**config.mk**
```make
export PLATFORM = sky130hd
export DESIGN_NAME = xmodem_crc_receiver_flat
export DESIGN_NICKNAME = d
export VERILOG_FILES = /design/src/hw/rtl/xcrc_pkg.sv /design/src/hw/rtl/xcrc_if.sv /design/src/hw/rtl/xcrc_in_stage.sv /design/src/hw/rtl/xcrc_core.sv /design/src/hw/rtl/xcrc_out_stage.sv /design/src/hw/rtl/xmodem_crc_receiver.sv /design/src/flat_wrapper.sv
export SDC_FILE = /design/constraint.sdc
export NUM_CORES = 1
export LEC_CHECK = 0
export BUFFER_PORTS_ARGS = -buffer_cell sky130_fd_sc_hd__buf_2
export CAP_MARGIN = 25
export CORE_ASPECT_RATIO = 1.2
export CORE_MARGIN = 1
export CORE_UTILIZATION = 45
export CTS_BUF_LIST = sky130_fd_sc_hd__clkbuf_16
export DETAILED_ROUTE_END_ITERATION = 12
export GPL_TIMING_DRIVEN = 0
export PLACE_DENSITY = 0.59
export SLEW_MARGIN = 15
export SYNTH_ARGS = -nofsm -noshare
export SYNTH_HDL_FRONTEND = slang
export SYNTH_HIERARCHICAL = 1
export SYNTH_SLANG_ARGS = --single-unit
export TNS_END_PERCENT = 50
```
**constraint.sdc**
```tcl
create_clock -name clk -period 11.1 [get_ports clk]
set_input_delay 0 -clock clk [delete_from_list [all_inputs] [get_ports clk]]
set_output_delay 0 -clock clk [all_outputs]
set_load 0.05 [all_outputs]
```
**src/hw/rtl/xcrc_pkg.sv**
```systemverilog
// ----------------------------------------------------------------------------
// XMODEM-CRC receiver package
// Shared types, protocol byte codes, event and phase codes, and the CRC-16
// byte update used by the receiver.
// ----------------------------------------------------------------------------
package xcrc_pkg;

    // Frame geometry: SOH, packet number, complement, payload, two CRC bytes.
    localparam int PAYLOAD_BYTES = 128;
    localparam int FRAME_BYTES   = PAYLOAD_BYTES + 5;
    localparam int COUNT_W       = $clog2(FRAME_BYTES + 1);
    localparam int INDEX_W       = $clog2(PAYLOAD_BYTES);

    // Byte position markers inside a frame.
    localparam logic [COUNT_W-1:0] POS_SOH     = COUNT_W'(0);
    localparam logic [COUNT_W-1:0] POS_PKT     = COUNT_W'(1);
    localparam logic [COUNT_W-1:0] POS_PKT_INV = COUNT_W'(2);
    localparam logic [COUNT_W-1:0] POS_DATA    = COUNT_W'(3);
    localparam logic [COUNT_W-1:0] POS_CRC_HI  = COUNT_W'(PAYLOAD_BYTES + 3);
    localparam logic [COUNT_W-1:0] POS_END     = COUNT_W'(FRAME_BYTES);

    // Protocol characters.
    localparam logic [7:0] CH_SOH = 8'h01;
    localparam logic [7:0] CH_EOT = 8'h04;
    localparam logic [7:0] CH_ACK = 8'h06;
    localparam logic [7:0] CH_NAK = 8'h15;
    localparam logic [7:0] CH_CAN = 8'h18;
    localparam logic [7:0] CH_C   = 8'h43;

    // The packet number and its complement XOR to all ones.
    localparam logic [7:0] PKT_CHECK = 8'hff;

    // Input actions.
    localparam logic [1:0] ACT_TICK  = 2'd0;
    localparam logic [1:0] ACT_BYTE  = 2'd1;
    localparam logic [1:0] ACT_START = 2'd2;

    // Reported events.
    localparam logic [2:0] EV_NONE   = 3'd0;
    localparam logic [2:0] EV_ENTRY  = 3'd1;
    localparam logic [2:0] EV_DATA   = 3'd2;
    localparam logic [2:0] EV_ACCEPT = 3'd3;
    localparam logic [2:0] EV_END    = 3'd4;
    localparam logic [2:0] EV_CANCEL = 3'd5;
    localparam logic [2:0] EV_GAVEUP = 3'd6;

    // Configuration register indexes and reset values.
    localparam logic [1:0] REG_HS_INTERVAL = 2'd0;
    localparam logic [1:0] REG_FRAME_TMO   = 2'd1;
    localparam logic [1:0] REG_HS_LIMIT    = 2'd2;
    localparam logic [1:0] REG_NAK_LIMIT   = 2'd3;

    localparam logic [15:0] RST_HS_INTERVAL = 16'd1000;
    localparam logic [15:0] RST_FRAME_TMO   = 16'd1000;
    localparam logic [7:0]  RST_HS_LIMIT    = 8'd100;
    localparam logic [7:0]  RST_NAK_LIMIT   = 8'd50;

    typedef enum logic [1:0] {
        PH_STOP = 2'd0,
        PH_WAIT = 2'd1,
        PH_XFER = 2'd2
    } phase_t;

    // One input item.
    typedef struct packed {
        logic [1:0] action;
        logic [7:0] rx_byte;
    } item_t;

    // One result item.
    typedef struct packed {
        logic               send_valid;
        logic [7:0]         send_byte;
        logic [2:0]         event_res;
        logic [7:0]         data_byte;
        logic [INDEX_W-1:0] data_index;
        logic [7:0]         packet_number;
        logic [1:0]         phase;
    } result_t;

    // Item handed from the input register to the core.
    typedef struct packed {
        logic  fire;
        item_t item;
    } step_t;

    // CRC-16/XMODEM update by one byte.
    function automatic logic [15:0] crc_update(input logic [15:0] c_in,
                                               input logic [7:0]  b);
        logic [15:0] c;
        c = {c_in[7:0], c_in[15:8]};
        c = c ^ {8'h00, b};
        c = c ^ {12'h000, c[7:4]};
        c = c ^ {c[3:0], 12'h000};
        c = c ^ {3'b000, c[7:0], 5'b00000};
        return c;
    endfunction

endpackage

```
**src/hw/rtl/xcrc_if.sv**
```systemverilog
// ----------------------------------------------------------------------------
// XMODEM-CRC receiver channels
// Valid/ready stream interfaces for input items and result items.
// ----------------------------------------------------------------------------
interface xcrc_in_if;
    logic           valid;
    logic           ready;
    xcrc_pkg::item_t data;

    modport source (output valid, output data, input ready);
    modport sink   (input valid, input data, output ready);
endinterface

interface xcrc_out_if;
    logic             valid;
    logic             ready;
    xcrc_pkg::result_t data;

    modport source (output valid, output data, input ready);
    modport sink   (input valid, input data, output ready);
endinterface

```
**src/hw/rtl/xcrc_in_stage.sv**
```systemverilog
// ----------------------------------------------------------------------------
// XMODEM-CRC input register
// Holds one accepted item until the result register can take its result.
// ----------------------------------------------------------------------------
module xcrc_in_stage (
    input  logic             clk,
    input  logic             rst_n,
    xcrc_in_if.sink          req,
    input  logic             take,
    output xcrc_pkg::step_t  step
);
    import xcrc_pkg::*;

    logic  valid_reg;
    item_t item_reg;

    // Room for a new item when empty or when the held item moves on.
    assign req.ready = !valid_reg || take;

    // Valid flag of the input register.
    always_ff @(posedge clk or negedge rst_n)
    begin
        if (!rst_n)
        begin
            valid_reg <= 1'b0;
        end
        else if (req.valid && req.ready)
        begin
            valid_reg <= 1'b1;
        end
        else if (take)
        begin
            valid_reg <= 1'b0;
        end
    end

    // Payload of the input register.
    always_ff @(posedge clk)
    begin
        if (req.valid && req.ready)
        begin
            item_reg <= req.data;
        end
    end

    // The held item is processed in the cycle it moves on.
    assign step.fire = valid_reg && take;
    assign step.item = item_reg;

endmodule

```
**src/hw/rtl/xcrc_core.sv**
```systemverilog
// ----------------------------------------------------------------------------
// XMODEM-CRC receiver core
// Configuration registers, receiver state and the single-pass step logic
// that turns one item into one result.
// ----------------------------------------------------------------------------
module xcrc_core (
    input  logic              clk,
    input  logic              rst_n,
    input  logic              cfg_we,
    input  logic [1:0]        cfg_index,
    input  logic [15:0]       cfg_wdata,
    input  xcrc_pkg::step_t   step,
    output xcrc_pkg::result_t result
);
    import xcrc_pkg::*;

    // Configuration.
    logic [15:0] hs_interval_reg;
    logic [15:0] frame_tmo_reg;
    logic [7:0]  hs_limit_reg;
    logic [7:0]  nak_limit_reg;

    // Receiver state.
    phase_t             phase_reg,      phase_next;
    logic [COUNT_W-1:0] byte_count_reg, byte_count_next;
    logic [7:0]         first_byte_reg, first_byte_next;
    logic [7:0]         pkt_reg,        pkt_next;
    logic [7:0]         pkt_inv_reg,    pkt_inv_next;
    logic [15:0]        crc_reg,        crc_next;
    logic [7:0]         crc_hi_reg,     crc_hi_next;
    logic [15:0]        tick_reg,       tick_next;
    logic [7:0]         hs_retry_reg,   hs_retry_next;
    logic [7:0]         nak_retry_reg,  nak_retry_next;

    // Step helpers.
    logic               waiting;
    logic [15:0]        tick_inc;
    logic [15:0]        limit_t;
    logic [7:0]         retries;
    logic [7:0]         limit_r;
    logic [7:0]         retries_inc;
    logic [COUNT_W-1:0] data_pos;
    logic [7:0]         rx;
    logic               frame_good;

    // Configuration writes.
    always_ff @(posedge clk or negedge rst_n)
    begin
        if (!rst_n)
        begin
            hs_interval_reg <= RST_HS_INTERVAL;
            frame_tmo_reg   <= RST_FRAME_TMO;
            hs_limit_reg    <= RST_HS_LIMIT;
            nak_limit_reg   <= RST_NAK_LIMIT;
        end
        else if (cfg_we)
        begin
            case (cfg_index)
                REG_HS_INTERVAL: hs_interval_reg <= cfg_wdata;
                REG_FRAME_TMO:   frame_tmo_reg   <= cfg_wdata;
                REG_HS_LIMIT:    hs_limit_reg    <= cfg_wdata[7:0];
                REG_NAK_LIMIT:   nak_limit_reg   <= cfg_wdata[7:0];
                default:         ;
            endcase
        end
    end

    // Timer and retry selection by phase.
    assign rx          = step.item.rx_byte;
    assign waiting     = (phase_reg == PH_WAIT);
    assign tick_inc    = (tick_reg != '1) ? tick_reg + 16'd1 : tick_reg;
    assign limit_t     = waiting ? hs_interval_reg : frame_tmo_reg;
    assign retries     = waiting ? hs_retry_reg : nak_retry_reg;
    assign limit_r     = waiting ? hs_limit_reg : nak_limit_reg;
    assign retries_inc = (retries != '1) ? retries + 8'd1 : retries;
    assign data_pos    = byte_count_reg - POS_DATA;
    assign frame_good  = (first_byte_reg == CH_SOH)
                      && ((pkt_reg ^ pkt_inv_reg) == PKT_CHECK)
                      && ({crc_hi_reg, rx} == crc_reg);

    // Next state and result for the item in hand.
    always_comb
    begin
        phase_next      = phase_reg;
        byte_count_next = byte_count_reg;
        first_byte_next = first_byte_reg;
        pkt_next        = pkt_reg;
        pkt_inv_next    = pkt_inv_reg;
        crc_next        = crc_reg;
        crc_hi_next     = crc_hi_reg;
        tick_next       = tick_reg;
        hs_retry_next   = hs_retry_reg;
        nak_retry_next  = nak_retry_reg;
        result          = '0;

        case (step.item.action)
            ACT_START:
            begin
                byte_count_next = '0;
                crc_next        = '0;
                first_byte_next = '0;
                pkt_next        = '0;
                pkt_inv_next    = '0;
                crc_hi_next     = '0;
                tick_next       = '0;
                hs_retry_next   = '0;
                nak_retry_next  = '0;
                phase_next      = PH_WAIT;
                result.event_res = EV_ENTRY;
            end
            ACT_TICK:
            begin
                if (phase_reg != PH_STOP)
                begin
                    tick_next = tick_inc;
                    if (tick_inc >= limit_t)
                    begin
                        byte_count_next = '0;
                        crc_next        = '0;
                        if (retries > limit_r)
                        begin
                            phase_next       = PH_STOP;
                            result.event_res = EV_GAVEUP;
                        end
                        else
                        begin
                            if (waiting)
                            begin
                                hs_retry_next    = retries_inc;
                                result.send_byte = CH_C;
                            end
                            else
                            begin
                                nak_retry_next   = retries_inc;
                                result.send_byte = CH_NAK;
                            end
                            tick_next         = '0;
                            result.send_valid = 1'b1;
                        end
                    end
                end
            end
            ACT_BYTE:
            begin
                if (phase_reg != PH_STOP)
                begin
                    // End or cancel at a frame start while transferring.
                    if (byte_count_reg == POS_SOH && phase_reg == PH_XFER
                        && (rx == CH_EOT || rx == CH_CAN))
                    begin
                        byte_count_next = '0;
                        crc_next        = '0;
                        phase_next      = PH_STOP;
                        if (rx == CH_EOT)
                        begin
                            result.event_res  = EV_END;
                            result.send_valid = 1'b1;
                            result.send_byte  = CH_ACK;
                        end
                        else
                        begin
                            result.event_res = EV_CANCEL;
                        end
                    end
                    else if (byte_count_reg < POS_END)
                    begin
                        byte_count_next = byte_count_reg + COUNT_W'(1);
                        if (byte_count_reg == POS_SOH)
                        begin
                            first_byte_next = rx;
                            crc_next        = '0;
                        end
                        else if (byte_count_reg == POS_PKT)
                        begin
                            pkt_next = rx;
                        end
                        else if (byte_count_reg == POS_PKT_INV)
                        begin
                            pkt_inv_next = rx;
                        end
                        else if (byte_count_reg < POS_CRC_HI)
                        begin
                            crc_next          = crc_update(crc_reg, rx);
                            result.event_res  = EV_DATA;
                            result.data_byte  = rx;
                            result.data_index = data_pos[INDEX_W-1:0];
                        end
                        else if (byte_count_reg == POS_CRC_HI)
                        begin
                            crc_hi_next = rx;
                        end
                        else if (frame_good)
                        begin
                            // Last CRC byte of a good frame.
                            result.event_res     = EV_ACCEPT;
                            result.packet_number = pkt_reg;
                            result.send_valid    = 1'b1;
                            result.send_byte     = CH_ACK;
                            nak_retry_next       = '0;
                            tick_next            = '0;
                            phase_next           = PH_XFER;
                            byte_count_next      = '0;
                            crc_next             = '0;
                        end
                    end
                end
            end
            default:
            begin
                // Unused action code: no effect.
            end
        endcase

        result.phase = phase_next;
    end

    // State registers advance only when an item is processed.
    always_ff @(posedge clk or negedge rst_n)
    begin
        if (!rst_n)
        begin
            phase_reg      <= PH_STOP;
            byte_count_reg <= '0;
            first_byte_reg <= '0;
            pkt_reg        <= '0;
            pkt_inv_reg    <= '0;
            crc_reg        <= '0;
            crc_hi_reg     <= '0;
            tick_reg       <= '0;
            hs_retry_reg   <= '0;
            nak_retry_reg  <= '0;
        end
        else if (step.fire)
        begin
            phase_reg      <= phase_next;
            byte_count_reg <= byte_count_next;
            first_byte_reg <= first_byte_next;
            pkt_reg        <= pkt_next;
            pkt_inv_reg    <= pkt_inv_next;
            crc_reg        <= crc_next;
            crc_hi_reg     <= crc_hi_next;
            tick_reg       <= tick_next;
            hs_retry_reg   <= hs_retry_next;
            nak_retry_reg  <= nak_retry_next;
        end
    end

endmodule

```
**src/hw/rtl/xcrc_out_stage.sv**
```systemverilog
// ----------------------------------------------------------------------------
// XMODEM-CRC result register
// Holds one result until the downstream side takes it.
// ----------------------------------------------------------------------------
module xcrc_out_stage (
    input  logic              clk,
    input  logic              rst_n,
    input  xcrc_pkg::step_t   step,
    input  xcrc_pkg::result_t result,
    output logic              take,
    xcrc_out_if.source        rsp
);
    import xcrc_pkg::*;

    logic    valid_reg;
    result_t data_reg;

    // A new result fits when empty or when the held one leaves now.
    assign take = !valid_reg || rsp.ready;

    // Valid flag of the result register.
    always_ff @(posedge clk or negedge rst_n)
    begin
        if (!rst_n)
        begin
            valid_reg <= 1'b0;
        end
        else if (step.fire)
        begin
            valid_reg <= 1'b1;
        end
        else if (rsp.ready)
        begin
            valid_reg <= 1'b0;
        end
    end

    // Payload of the result register.
    always_ff @(posedge clk)
    begin
        if (step.fire)
        begin
            data_reg <= result;
        end
    end

    assign rsp.valid = valid_reg;
    assign rsp.data  = data_reg;

endmodule

```
**src/hw/rtl/xmodem_crc_receiver.sv**
```systemverilog
// ----------------------------------------------------------------------------
// XMODEM-CRC receiver
//
//   Channel  Direction  Handshake         Payload
//   req      in         req.valid/ready   action, rx_byte
//   rsp      out        rsp.valid/ready   send_valid .. phase
//   cfg      in         cfg_we            cfg_index, cfg_wdata
//
// One item per cycle is sustained while rsp.ready stays high; its result
// passes through the input register and then the result register.
// The whole step (CRC byte update, frame check, timers) is one pass of logic.
// Reset clears the receiver to stopped and loads the register defaults.
// A stalled output holds its result while the input register still takes
// one more item.
// ----------------------------------------------------------------------------
module xmodem_crc_receiver (
    input  logic        clk,
    input  logic        rst_n,
    xcrc_in_if.sink     req,
    xcrc_out_if.source  rsp,
    input  logic        cfg_we,
    input  logic [1:0]  cfg_index,
    input  logic [15:0] cfg_wdata
);
    import xcrc_pkg::*;

    step_t   step;
    result_t result;
    logic    take;

    // Input register.
    xcrc_in_stage u_in_stage (
        .clk   (clk),
        .rst_n (rst_n),
        .req   (req),
        .take  (take),
        .step  (step)
    );

    // Receiver state and step logic.
    xcrc_core u_core (
        .clk       (clk),
        .rst_n     (rst_n),
        .cfg_we    (cfg_we),
        .cfg_index (cfg_index),
        .cfg_wdata (cfg_wdata),
        .step      (step),
        .result    (result)
    );

    // Result register.
    xcrc_out_stage u_out_stage (
        .clk    (clk),
        .rst_n  (rst_n),
        .step   (step),
        .result (result),
        .take   (take),
        .rsp    (rsp)
    );

    // Only protocol characters are ever sent.
    assert property (@(posedge clk) disable iff (!rst_n)
        (rsp.valid && rsp.data.send_valid) |->
        (rsp.data.send_byte == CH_C || rsp.data.send_byte == CH_ACK
         || rsp.data.send_byte == CH_NAK))
        else $error("send_byte is not a protocol character");

    // An accepted frame is answered with ACK and leaves the block transferring.
    assert property (@(posedge clk) disable iff (!rst_n)
        (rsp.valid && rsp.data.event_res == EV_ACCEPT) |->
        (rsp.data.send_valid && rsp.data.send_byte == CH_ACK
         && rsp.data.phase == PH_XFER))
        else $error("accepted frame without ACK or transferring phase");

    // A start always reports waiting and sends nothing.
    assert property (@(posedge clk) disable iff (!rst_n)
        (rsp.valid && rsp.data.event_res == EV_ENTRY) |->
        (!rsp.data.send_valid && rsp.data.phase == PH_WAIT))
        else $error("entry event with wrong phase or a sent byte");

    // Data bytes are reported only while the receiver is not stopped, and send nothing.
    assert property (@(posedge clk) disable iff (!rst_n)
        (rsp.valid && rsp.data.event_res == EV_DATA) |->
        (rsp.data.phase != PH_STOP && !rsp.data.send_valid))
        else $error("data byte reported while stopped");

endmodule
```
**src/flat_wrapper.sv**
```systemverilog
// flat-port wrapper written by rule: the top's interface ports become plain ports
module xmodem_crc_receiver_flat import xcrc_pkg::*;
  (clk, rst_n, cfg_we, cfg_index, cfg_wdata, req_valid, req_data, req_ready, rsp_valid, rsp_data, rsp_ready);
  xcrc_in_if req_i ();
  xcrc_out_if rsp_i ();
  input  logic clk;
  input  logic rst_n;
  input  logic cfg_we;
  input  logic [1:0] cfg_index;
  input  logic [15:0] cfg_wdata;
  input wire logic [$bits(req_i.valid)-1:0] req_valid;
  input wire logic [$bits(req_i.data)-1:0] req_data;
  output wire logic [$bits(req_i.ready)-1:0] req_ready;
  output wire logic [$bits(rsp_i.valid)-1:0] rsp_valid;
  output wire logic [$bits(rsp_i.data)-1:0] rsp_data;
  input wire logic [$bits(rsp_i.ready)-1:0] rsp_ready;
  assign req_i.valid = req_valid;
  assign req_i.data = req_data;
  assign req_ready = req_i.ready;
  assign rsp_valid = rsp_i.valid;
  assign rsp_data = rsp_i.data;
  assign rsp_i.ready = rsp_ready;
  xmodem_crc_receiver u_core (.clk(clk), .rst_n(rst_n), .req(req_i), .rsp(rsp_i), .cfg_we(cfg_we), .cfg_index(cfg_index), .cfg_wdata(cfg_wdata));
endmodule
```
# Word-level counts from Yosys, hierarchy flattened
# Cells that the tools add are included.
[word_totals]
out_inout_bits = 39
regBits = 187
word_cells = 245
input_bits = 33
[op_classes]
bitwise_logic = 10
muxes = 127
reduce_logical = 35
add_sub_neg = 4
eq_ne = 40
magnitude_cmp = 4
[ops]
columns = ["op", "count"]
rows = [
  ["8-bit two-way mux", 57],
  ["16-bit two-way mux", 23],
  ["35-bit two-way mux", 5],
  ["16-bit one-hot mux with 3 select lines", 2],
  ["8-bit one-hot mux with 2 select lines", 5],
  ["12-bit two-way mux", 5],
  ["8-bit one-hot mux with 3 select lines", 2],
  ["2-bit != test, second input constant", 18],
  ["9-bit two-way mux", 3],
  ["2-bit two-way mux", 12],
  ["23-bit two-way mux", 1],
  ["10-bit AND reduction", 2],
  ["9-bit one-hot mux with 2 select lines", 1],
  ["6-bit AND reduction", 3],
  ["16-bit by 1-bit adder with 16-bit output, second input constant", 1],
  ["8-bit by 1-bit adder with 8-bit output, second input constant", 2],
  ["16-bit == test", 1],
  ["8-bit by 1-bit == test with 1-bit output, second input constant", 2],
  ["8-bit == test, second input constant", 2],
  ["16-bit >= comparator", 1],
  ["8-bit < comparator, second input constant", 2],
  ["16-bit != test, second input constant", 1],
  ["16-bit by 13-bit XOR with 16-bit output", 1],
  ["16-bit XOR", 1],
  ["35 further kinds", 67],
]

# Depth between registers and ports, before layout
# Gate-level depths: netlist of the first run.
[depth]
ltp_word = 14
mapped_depth = 15
ltp_nobuf = 14

# Cells and area by module
# Netlist of the first run, hierarchy kept.
[by_module_without_submodules]
columns = ["mod", "area_per_inst_um2", "seq_area_each_um2", "cells_each", "n_inst"]
rows = [
  ["xcrc_core", 8284.2, 3475.8, 787, 1],
  ["xcrc_out_stage", 1158.6, 1136.1, 40, 1],
  ["xcrc_in_stage", 360.3, 325.3, 15, 1],
]

# Least setup slack after synthesis of the first run
# OpenSTA, ideal clock, no wires.
[synth_path]
kind = "flip-flop to flip-flop"
start = "register u_core.u_core.phase_reg[0]"
end = "register u_core.u_core.crc_reg[10]"
path_stages_with_launch = 15
setup_ns = 0.125
arrival_time_ns = 4.244
required_time_ns = 10.975
n_path_buf = 4
setup_slack_ns = 6.731
synth_period_minus_slack_ns = 4.369
path_cell_list = "dfrtp_1 -> clkbuf_1 -> nor2b_1 -> clkbuf_1 -> clkbuf_1 -> mux2i_1 -> ha_1 -> and3_1 -> a221oi_1 -> a21boi_0 -> a311oi_1 -> a21boi_0 -> a311oi_2 -> buf_4 -> mux2_2"
[synth_between]
elab_chain_len = 6
elab_cells_between_ends = 19
classes_between = "1 x order compare; 10 x eq/ne; 4 x mux; 4 x reduce/logical"
[synth_rtl]
columns = ["element", "line_no", "source"]
rows = [
  ["from (decl)", "xcrc_core.sv:24", "phase_t phase_reg, phase_next;"],
  ["from (signal assigned)", "xcrc_core.sv:235", "phase_reg <= phase_next;"],
  ["branches (longest 6 deep; another with 16-bit >= comparator)", "n/a", ""],
  ["to (signal assigned)", "xcrc_core.sv:240", "crc_reg <= crc_next;"],
  ["to (decl)", "xcrc_core.sv:29", "logic [15:0] crc_reg, crc_next;"],
]
# Parallel ways; which one is timed is not known. The select of a mux whose other input is x is not followed.
# A chain may end at the register's enable or synchronous reset.

# Worst setup path after layout of the first run
[layout_path]
start = "register u_core.u_core.phase_reg[0]"
end = "register u_core.u_core.crc_reg[13]"
# Same word-level chain as after synthesis.

==> results of run 1 <==
## per-stage QoR
stage | utilization | hold slack [ps] | instances | cell area (sq um) | worst slack, ps
6_report | 0.5378 | 1.613 | 1251 | 11400 | 5460
5_1_grt | 0.5378 | 10.10 | 1251 | 11400 | 5062
4_1_cts | 0.5376 | 94.63 | 1250 | 11390 | 5379
3_5_place_dp | 0.4991 | -34.18 | 1188 | 10580 | 5408
3_3_place_gp | 0.4957 | 179.2 | 1185 | 10500 | 4934
2_1_floorplan | - | -295.6 | 844 | 9811 | 6731
## Yosys cell counts, drive strengths merged, types with 3 or more instances
master / instances / share of area
dfrtp: 122 / 0.31
mux2: 92 / 0.11
nor2: 57 / 0.022
edfxtp: 47 / 0.14
nand2: 42 / 0.016
a22o: 41 / 0.037
xnor2: 37 / 0.033
and2: 33 / 0.021
ha: 30 / 0.038
clkbuf: 29 / 0.011
mux2i: 28 / 0.029
a21oi: 26 / 0.014
xor2: 26 / 0.023
o21ai: 24 / 0.014
dfstp: 18 / 0.048
nor3: 17 / 0.0087
nand3: 16 / 0.0082
inv: 15 / 0.0057
nor2b: 14 / 0.0089
and3: 13 / 0.0083
nand2b: 13 / 0.010
nor4: 10 / 0.0064
buf: 9 / 0.0066
a31oi: 7 / 0.0045
nand4: 7 / 0.0045
o21a: 7 / 0.0054
or3: 7 / 0.0045
a21o: 5 / 0.0038
o21bai: 5 / 0.0038
a21boi: 4 / 0.0031
nand3b: 3 / 0.0023
or4: 3 / 0.0031
## how the worst min path moves through the flow
stage / from / endpoint / slack [ps] / depth (start not counted)
after CTS: cfg_index[1] / u_core/u_core/hs_interval_reg[15] / 90 / 3
after detailed placement: rst_n / u_core/u_core/pkt_inv_reg[0] / -30 / 1
final: cfg_index[1] / u_core/u_core/hs_interval_reg[0] / 2 / 3
after floorplan: rst_n / u_core/u_core/byte_count_reg[0] / -300 / 0
after global routing: cfg_index[1] / u_core/u_core/hs_interval_reg[4] / 10 / 3
after global placement: req_data[1] / u_core/u_in_stage/step[1] / 180 / 1
## worst max-delay path: stages, from the launching register on
cell	delay, ps
dfrtp_1	330
clkbuf_1	380
nor2b_1	250
clkbuf_1	390
clkbuf_1	650
mux2i_1	200
ha_1	330
and3_1	160
a221oi_1	90
a21boi_0	150
a311oi_2	630
a21boi_0	390
a311oi_2	840
buf_4	330
mux2_2	360
## cell type report
cell class                 instances  area (sq um)
multi-input combinational        604          4651
inverter                          15         56.30
clock buffer                      17         425.4
sequential                       187          4937
clock inverter                    15         88.84
buffer                            38         173.9
timing repair buffer             105         725.7
tap                              270         337.8
fill                            1930          9794
## metal layers
metal  vias up  track usage
li1       3300            -
met1      3277       0.2651
met2       124       0.3613
met3        14      0.03662
met4         0      0.06162
met5         -            0
## what timing repair did
action,4_1_cts,5_1_grt
hold buffers,30,0
endpoints found under the setup margin,0,0
gates resized for setup,0,0
endpoints found under the hold margin,182,0
## cell families (layout without fill, tap and decap cells)
logic type | count (synthesis) | after routing
mux | 120 | 120
compound gates | 145 | 145
other cells | 1 | 3
buf+inv | 53 | 190
xor+xnor | 63 | 63
fa+ha+maj | 30 | 30
flops | 187 | 187
simple gates | 243 | 243
## power by group
part | switching (mW) | internal [mW]
sequential | 0.0673 | 0.815
clock | 0.268 | 0.282
combinational | 0.305 | 0.241
==> reports/summary.txt, run 1 <==
========================================================================================================
Destination of the critical timing path ................................................... u_core/u_core/crc_reg[13]
DRC Markers ...............................................................................            0
Number of detailed-routing iterations run before antenna repair ...........................            5
R2r endpoint .............................................................................. u_core/u_core/crc_reg[13]
Area of the placeable core ................................................................ 21,190 sq um
Post-CTS setup buffers ....................................................................            0
Transition time at the pin with the least slew margin .....................................     914.8 ps
Flip-flop count of the largest register after layout ......................................           37
Portion of the clock cycle consumed by the worst path in the final layout .................       0.5081
I/O pin total .............................................................................           72
X dimension of the die ....................................................................     136.7 um
Maximum level of the CTS H-tree ...........................................................            4
Post-Synth Simple-Gate Area ...............................................................       0.1306
Xor and xnor fraction of the mapped netlist area ..........................................      0.05629
Main combinational cell family by area after synthesis .................................... multiplexers
Setup TNS .................................................................................         0 ps
TritonCTS clock tree ......................................................................         done
HP Class .................................................................................. input pin to register
Detailed Route WL .........................................................................    21,430 um
Largest net degree at the start of global routing .........................................           83
GRT overflow ..............................................................................            0
Highest ir drop seen on vdd ...............................................................    0.1174 mV
Via/cell ratio ............................................................................        5.368
Met3 wirelength from detailed routing .....................................................       602 um
Clock insertion delay at the later pin of the skew report .................................       440 ps
Depth of the most critical reg-to-reg path ................................................           14
Detailed Route Iter0 Violations ...........................................................          483
Clock root buffer .........................................................................    clkbuf_16
Adder-Cell Fraction of Synth Area .........................................................      0.03829
Max Clock Skew ............................................................................     11.74 ps
Worst max-slew margin expressed relative to the limit .....................................       0.3865
Wire length of the first global-routing pass ..............................................    35,770 um
EDFF count, synth .........................................................................           47
Launch point of the critical path ......................................................... u_core/u_core/phase_reg[0]
Commonest cells after routing, fill and taps aside ........................................ dfrtp_1, mux2_2, buf_2
CP Capture Type ...........................................................................     register
Most common cell after layout, fill and taps aside ........................................      dfrtp_1
Worst endpoint data arrival time ..........................................................      5960 ps
Count of port buffers added during placement ..............................................           71
Number of clock sinks seen by CTS .........................................................          187
Global Route Usage Sum ....................................................................       0.2091
Routability congestion estimate ...........................................................       0.8282
Number of antenna violations at the first check in global routing .........................            0
Run status ................................................................................ finished, final reports clean
Crit Path Category ........................................................................ register to register
Syn_area_per_cell .........................................................................  11.64 sq um
Element type at the critical path start ...................................................     register
Max Fanout on Critical Path ...............................................................           10
Final count of negative-setup-slack endpoints .............................................            0
Minimum period implied by the final worst setup slack .....................................      5640 ps
Required time reported for the critical path endpoint .....................................    11,420 ps
Multiplexer share of the synthesized area .................................................       0.1373
Cell variety after synth ..................................................................           71
Sequential fraction of the synthesis area .................................................       0.5036
Maximum number of buffers from clock root to sink .........................................            2
Initial Util ..............................................................................       0.4626
Pleak .....................................................................................     5.134 nW
Flop2flop setup slack .....................................................................      5460 ps
FF-to-FF Start ............................................................................ u_core/u_core/phase_reg[0]
FMAX ......................................................................................    177.3 MHz
Post-synthesis async set-or-reset flop share ..............................................       0.7487
Number of antenna diodes ..................................................................            0
RSZ-0062 raised after global routing ......................................................           no
Synth Cell Area ...........................................................................   9803 sq um
Post-layout nets ..........................................................................        1,031
Count of endpoints failing hold in the final timing report ................................            0
WL met2 ...................................................................................    10,730 um
Number of standard cells after synthesis ..................................................          842
Share of layout cells above drive strength 1 ..............................................       0.2426
Sum of routed wire segments on met1 .......................................................      9834 um
Area delta synth->final ...................................................................       16.25%
Top sig layer .............................................................................         met4
Power density relative to cell area ....................................................... 173.6 nW/um^2
Post-CTS clock slew at the launch and capture registers of the worst setup and hold paths .        70 ps
Remaining number of nets flagged by the antenna check after routing .......................            0
Dominant synthesized flop cell ............................................................      dfrtp_1
Row count .................................................................................           58
Count of warnings emitted by yosys ........................................................            6
Via count of the first global-routing pass ................................................        6,897
Total power after layout ..................................................................     1.978 mW
Inserted Clock Buffers ....................................................................           17
Maximum Capacitance Violations ............................................................            0
Area fraction in compound gates after synthesis ...........................................       0.1100
Die Y-Extent ..............................................................................     163.7 um
DR vias ...................................................................................        6,715
Post-detailed-route wirelength per cell ...................................................     17.13 um
Pins over their slew limit ................................................................            0
Number of register bits inferred by synthesis .............................................          187
Area of the die ........................................................................... 22,380 sq um
HPWL reported at the end of detailed placement ............................................    15,240 um
========================================================================================================
Power figures use the tool's default switching activity.
==> inputs of run 2 (changes only) <==
--- a/config.mk
+++ b/config.mk
@@ -5,6 +5,7 @@
 export SDC_FILE = /design/constraint.sdc
 export NUM_CORES = 1
 export LEC_CHECK = 0
+export ABC_AREA = 1
 export BUFFER_PORTS_ARGS = -buffer_cell sky130_fd_sc_hd__buf_2
 export CAP_MARGIN = 25
 export CORE_ASPECT_RATIO = 1.2
==> constraint.sdc (replaced) <==
create_clock -name clk -period 5.3 [get_ports clk]
set_input_delay 0 -clock clk [delete_from_list [all_inputs] [get_ports clk]]
set_output_delay 0 -clock clk [all_outputs]
set_load 0.05 [all_outputs]
==> run 2 against run 1 <==
Flip-flop and latch count unchanged. First-iteration DRC count is 9.9% lower. Area after synthesis rose by 2.5%. Cell count grew 30%. Critical path type unchanged. Critical endpoint is now u_core/u_core/nak_retry_reg[6]. Clock-buffer cell count grew 2. Via count is 22% higher. The flow now finishes with violations (DRC).
==> reports/summary.txt, run 2 <==
========================================================================================================
Run status ................................................................................ finished with violations
Failing checks ............................................................................          DRC
Top-area cell type share of the netlist area ..............................................       0.3037   -0.007714
Initial Util ..............................................................................       0.4616   -0.001032
Cell variety after synth ..................................................................           49   -31%
Gate power share ..........................................................................        0.301   +0.025
Maximum level of the CTS H-tree ...........................................................            4   unchanged
Count of warnings emitted by yosys ........................................................            6   unchanged
Clock root buffer .........................................................................    clkbuf_16
Inserted Clock Buffers ....................................................................           17   unchanged
Syn_area_per_cell .........................................................................  8.280 sq um   -29%
Clock Power Share .........................................................................        0.283   +0.005
HP Class .................................................................................. input pin to register
Number of antenna violations at the first check in global routing .........................            0   unchanged
RSZ-0062 raised after global routing ......................................................           no
Number of detailed-routing iterations run before antenna repair ...........................            9   +4
Number of cells in the design after placement .............................................        1,564   +32%
Routability congestion estimate ...........................................................       0.8725   +5.3%
Minimum period implied by the final worst setup slack .....................................      3995 ps   -1644 ps
Worst hold stages .........................................................................            5   +2
Most common cell after layout, fill and taps aside ........................................      nand2_1
Area delta synth->final ...................................................................       16.65%
Switching power summed over all nets ......................................................     1.625 mW   +150%
Row count .................................................................................           59   +1.7%
Area of the placeable core ................................................................ 21,780 sq um   +2.8%
Most area-consuming cells after synthesis ................................................. dfrtp_1, edfxtp_1, nand2_1
Dominant synthesized flop cell ............................................................      dfrtp_1
Post-CTS setup buffers ....................................................................            0   unchanged
Top-count cell post-synth .................................................................      nand2_1
Detailed Route WL .........................................................................    24,440 um   +14%
CP Capture Type ...........................................................................     register
Clock insertion delay at the later pin of the skew report .................................       430 ps   about the same
DRC Markers ...............................................................................            8   +8
X dimension of the die ....................................................................     138.4 um   +1.2%
Worst max-slew margin expressed relative to the limit .....................................       0.4369   +0.05043
Post-CTS clock slew at the launch and capture registers of the worst setup and hold paths .        70 ps   about the same
Flip-flop count of the largest register after layout ......................................           37   unchanged
Wire length of the first global-routing pass ..............................................    40,200 um   +12%
Number of register bits inferred by synthesis .............................................          187   unchanged
Share of layout cells above drive strength 1 ..............................................       0.1419   -0.1007
Cells along the critical path ............................................................. ha_1 > nand3_1 > nor2_1 > nand2_1 > nor2_1 > inv_1 > clkbuf_1 > nand2_1 > ha_1 > nand2_1 > inv_1 > nand3_1 > inv_1 > a21oi_1 > nand3_1 > a31oi_1 > nor2_2 > nand2_1 > nand2_1
Top cells by instance count after synthesis ............................................... nand2_1, inv_1, dfrtp_1
FF-to-FF Start ............................................................................ u_core/u_core/tick_reg[1]
Post-layout nets ..........................................................................        1,403   +36%
Number of hold buffers added after CTS ....................................................           31   +3.3%
Via/cell ratio ............................................................................        5.045   -6.0%
Number of standard cells after synthesis ..................................................        1,214   +44%
Maximum number of buffers from clock root to sink .........................................            2   unchanged
Destination of the worst hold path ........................................................ u_core/u_core/hs_interval_reg[0]
Pre-CTS worst setup slack .................................................................      1301 ps   -4107 ps
Crit Path Category ........................................................................ register to register
Final count of negative-setup-slack endpoints .............................................            0   unchanged
Flop2flop setup slack .....................................................................      1300 ps   -4160 ps
Power density relative to cell area ....................................................... 388.0 nW/um^2   +120%
Area of the die ........................................................................... 22,940 sq um   +2.5%
FMAX ......................................................................................    250.3 MHz   +41%
Count of endpoints failing hold in the final timing report ................................            0   unchanged
Number of standard cells in the layout, taps in and fillers out ...........................        1,627   +30%
Maximum Capacitance Violations ............................................................            0   unchanged
Internal Dissipation ......................................................................     2.925 mW   +120%
Pins over their slew limit ................................................................            0   unchanged
Commonest cells after routing, fill and taps aside ........................................ nand2_1, inv_1, dfrtp_1
Global Route Usage Sum ....................................................................       0.2230   +0.01387
Pleak .....................................................................................     5.770 nW   +12%
R2r endpoint .............................................................................. u_core/u_core/nak_retry_reg[6]
Worst endpoint data arrival time ..........................................................      4310 ps   -1650 ps
TritonCTS clock tree ......................................................................         done
EDFF count, synth .........................................................................           47   unchanged
Worst Setup Slack, final ..................................................................      1305 ps   -4156 ps
Die Y-Extent ..............................................................................     165.7 um   +1.2%
Sequential Power Share ....................................................................        0.416   -0.030
Total power after layout ..................................................................     4.550 mW   +130%
Portion of the clock cycle consumed by the worst path in the final layout .................       0.7538   +0.2458
Sw frac ...................................................................................       0.3572   +0.03344
Detailed Route Iter0 Violations ...........................................................          435   -9.9%
Remaining number of nets flagged by the antenna check after routing .......................            0   unchanged
Count of port buffers added during placement ..............................................           71   unchanged
Max Fanout on Critical Path ...............................................................           10   unchanged
Library cell with the largest summed area after synthesis .................................      dfrtp_1
Element type at the critical path start ...................................................     register
CP most frequent cell .....................................................................      nand2_1
GRT overflow ..............................................................................            0   unchanged
Transition time at the pin with the least slew margin .....................................     840.8 ps   -74.07 ps
Setup TNS .................................................................................         0 ps   unchanged
DR vias ...................................................................................        8,208   +22%
PostCTS Resize Cnt ........................................................................            0   unchanged
Worst hold path startpoint ................................................................ cfg_index[1]
Sequential fraction of the synthesis area .................................................       0.4912   -0.01247
Post-detailed-route wirelength per cell ...................................................     15.02 um   -12%
Max Clock Skew ............................................................................     10.30 ps   -1.445 ps
Post-synthesis async set-or-reset flop share ..............................................       0.7487   unchanged
Largest net degree at the start of global routing .........................................           89   +7.2%
Max stage delay cell, worst path ..........................................................      a31oi_1
Depth of the most critical reg-to-reg path ................................................           19   +5
Required time reported for the critical path endpoint .....................................      5620 ps   -5800 ps
Via count of the first global-routing pass ................................................        7,892   +14%
Synth Cell Area ........................................................................... 10,050 sq um   +2.5%
Number of clock sinks seen by CTS .........................................................          187   unchanged
Delay of the slowest cell on the worst path ...............................................       640 ps   -200 ps
Number of antenna diodes ..................................................................            0   unchanged
HPWL reported at the end of detailed placement ............................................    17,810 um   +17%
Highest ir drop seen on vdd ...............................................................    0.2280 mV   +94%
I/O pin total .............................................................................           72   unchanged
========================================================================================================
==> run 2: changes by cell type after synthesis, moves of 14 or more <==
| cell | change |
|---|---|
| and2_1 | -32 |
| nand2_1 | +302 |
| xnor2_1 | -15 |
| o21ai_1 | +20 |
| a21oi_1 | +14 |
| inv_1 | +114 |
| o21ai_0 | +86 |
| a22o_1 | -41 |
| nand3_1 | +24 |
| nor2_1 | +55 |
| mux2_2 | -84 |
==> run 2: power by group through the flow <==
stage                     Clock, mW  Sequential (mW)  Combinational (mW)
final                          1.29             1.89                1.37
after global routing           1.38             1.92                1.53
after CTS                      1.32             1.89                1.37
after detailed placement          0             1.92                1.35
after global placement            0             1.91                1.32
after floorplan                   0             1.98               0.925
==> run 2: how the worst max path moves through the flow <==
stage | from | to | slack (ps) | cells past startpoint
floorplan | u_core/u_core/tick_reg[1] | u_core/u_core/crc_reg[13] | 2250 | 21
global placement | u_core/u_core/tick_reg[1] | u_core/u_core/nak_retry_reg[6] | 1300 | 19
detailed placement | u_core/u_core/tick_reg[1] | u_core/u_core/nak_retry_reg[1] | 1300 | 19
CTS | u_core/u_core/tick_reg[0] | u_core/u_core/nak_retry_reg[1] | 1290 | 19
global route | u_core/u_core/tick_reg[2] | u_core/u_core/nak_retry_reg[7] | 930 | 19
finish | u_core/u_core/tick_reg[1] | u_core/u_core/nak_retry_reg[6] | 1300 | 19
==> run 2: kinds of logic after synthesis <==
group | share of synthesized area
AOI/OAI and AO/OA | 0.09647
xor gates and xnor gates | 0.03659
adders and majority gates | 0.03734
buffers and inverters | 0.07232
DFF | 0.4912
muxes | 0.02191
other | 0.0003731
and+or+nand+nor | 0.2438
==> run 2: routing by layer <==
metal | wire (um) | vias up | GRT usage | part of all wire
li1 | - | 4155 | - | -
met1 | 10680 | 3889 | 0.2705 | 0.44
met2 | 12690 | 140 | 0.4030 | 0.52
met3 | 666 | 24 | 0.03151 | 0.027
met4 | 406 | 0 | 0.07719 | 0.017
met5 | 0 | - | 0 | 0
==> run 2: stage by stage <==
stage | area, sq um | utilization | hold WS, ps
3_3_place_gp | 10760 | 0.4940 | 179.0
5_1_grt | 11730 | 0.5385 | 58.09
3_5_place_dp | 10830 | 0.4973 | -45.52
4_1_cts | 11730 | 0.5385 | 12.30
2_1_floorplan | 10060 | - | -295.6
6_report | 11730 | 0.5385 | 35.76
==> run 2: critical path, delay by kind of cell, from the launching register on <==
kind	cells	cell delay, ps
adders and majority gates	2	460
AOI/OAI and AO/OA	2	920
buffers and inverters	4	490
DFF	1	390
and+or+nand+nor	11	1620
==> run 2: cell type report <==
class | count | area (sq um)
Timing Repair Buffer | 105 | 734.5
Fill cell | 2093 | 10050
Buffer | 36 | 202.7
Inverter | 139 | 524.3
Tap cell | 274 | 342.8
Clock inverter | 13 | 110.1
Sequential cell | 187 | 4937
Clock buffer | 19 | 475.5
Multi-Input combinational cell | 854 | 4399
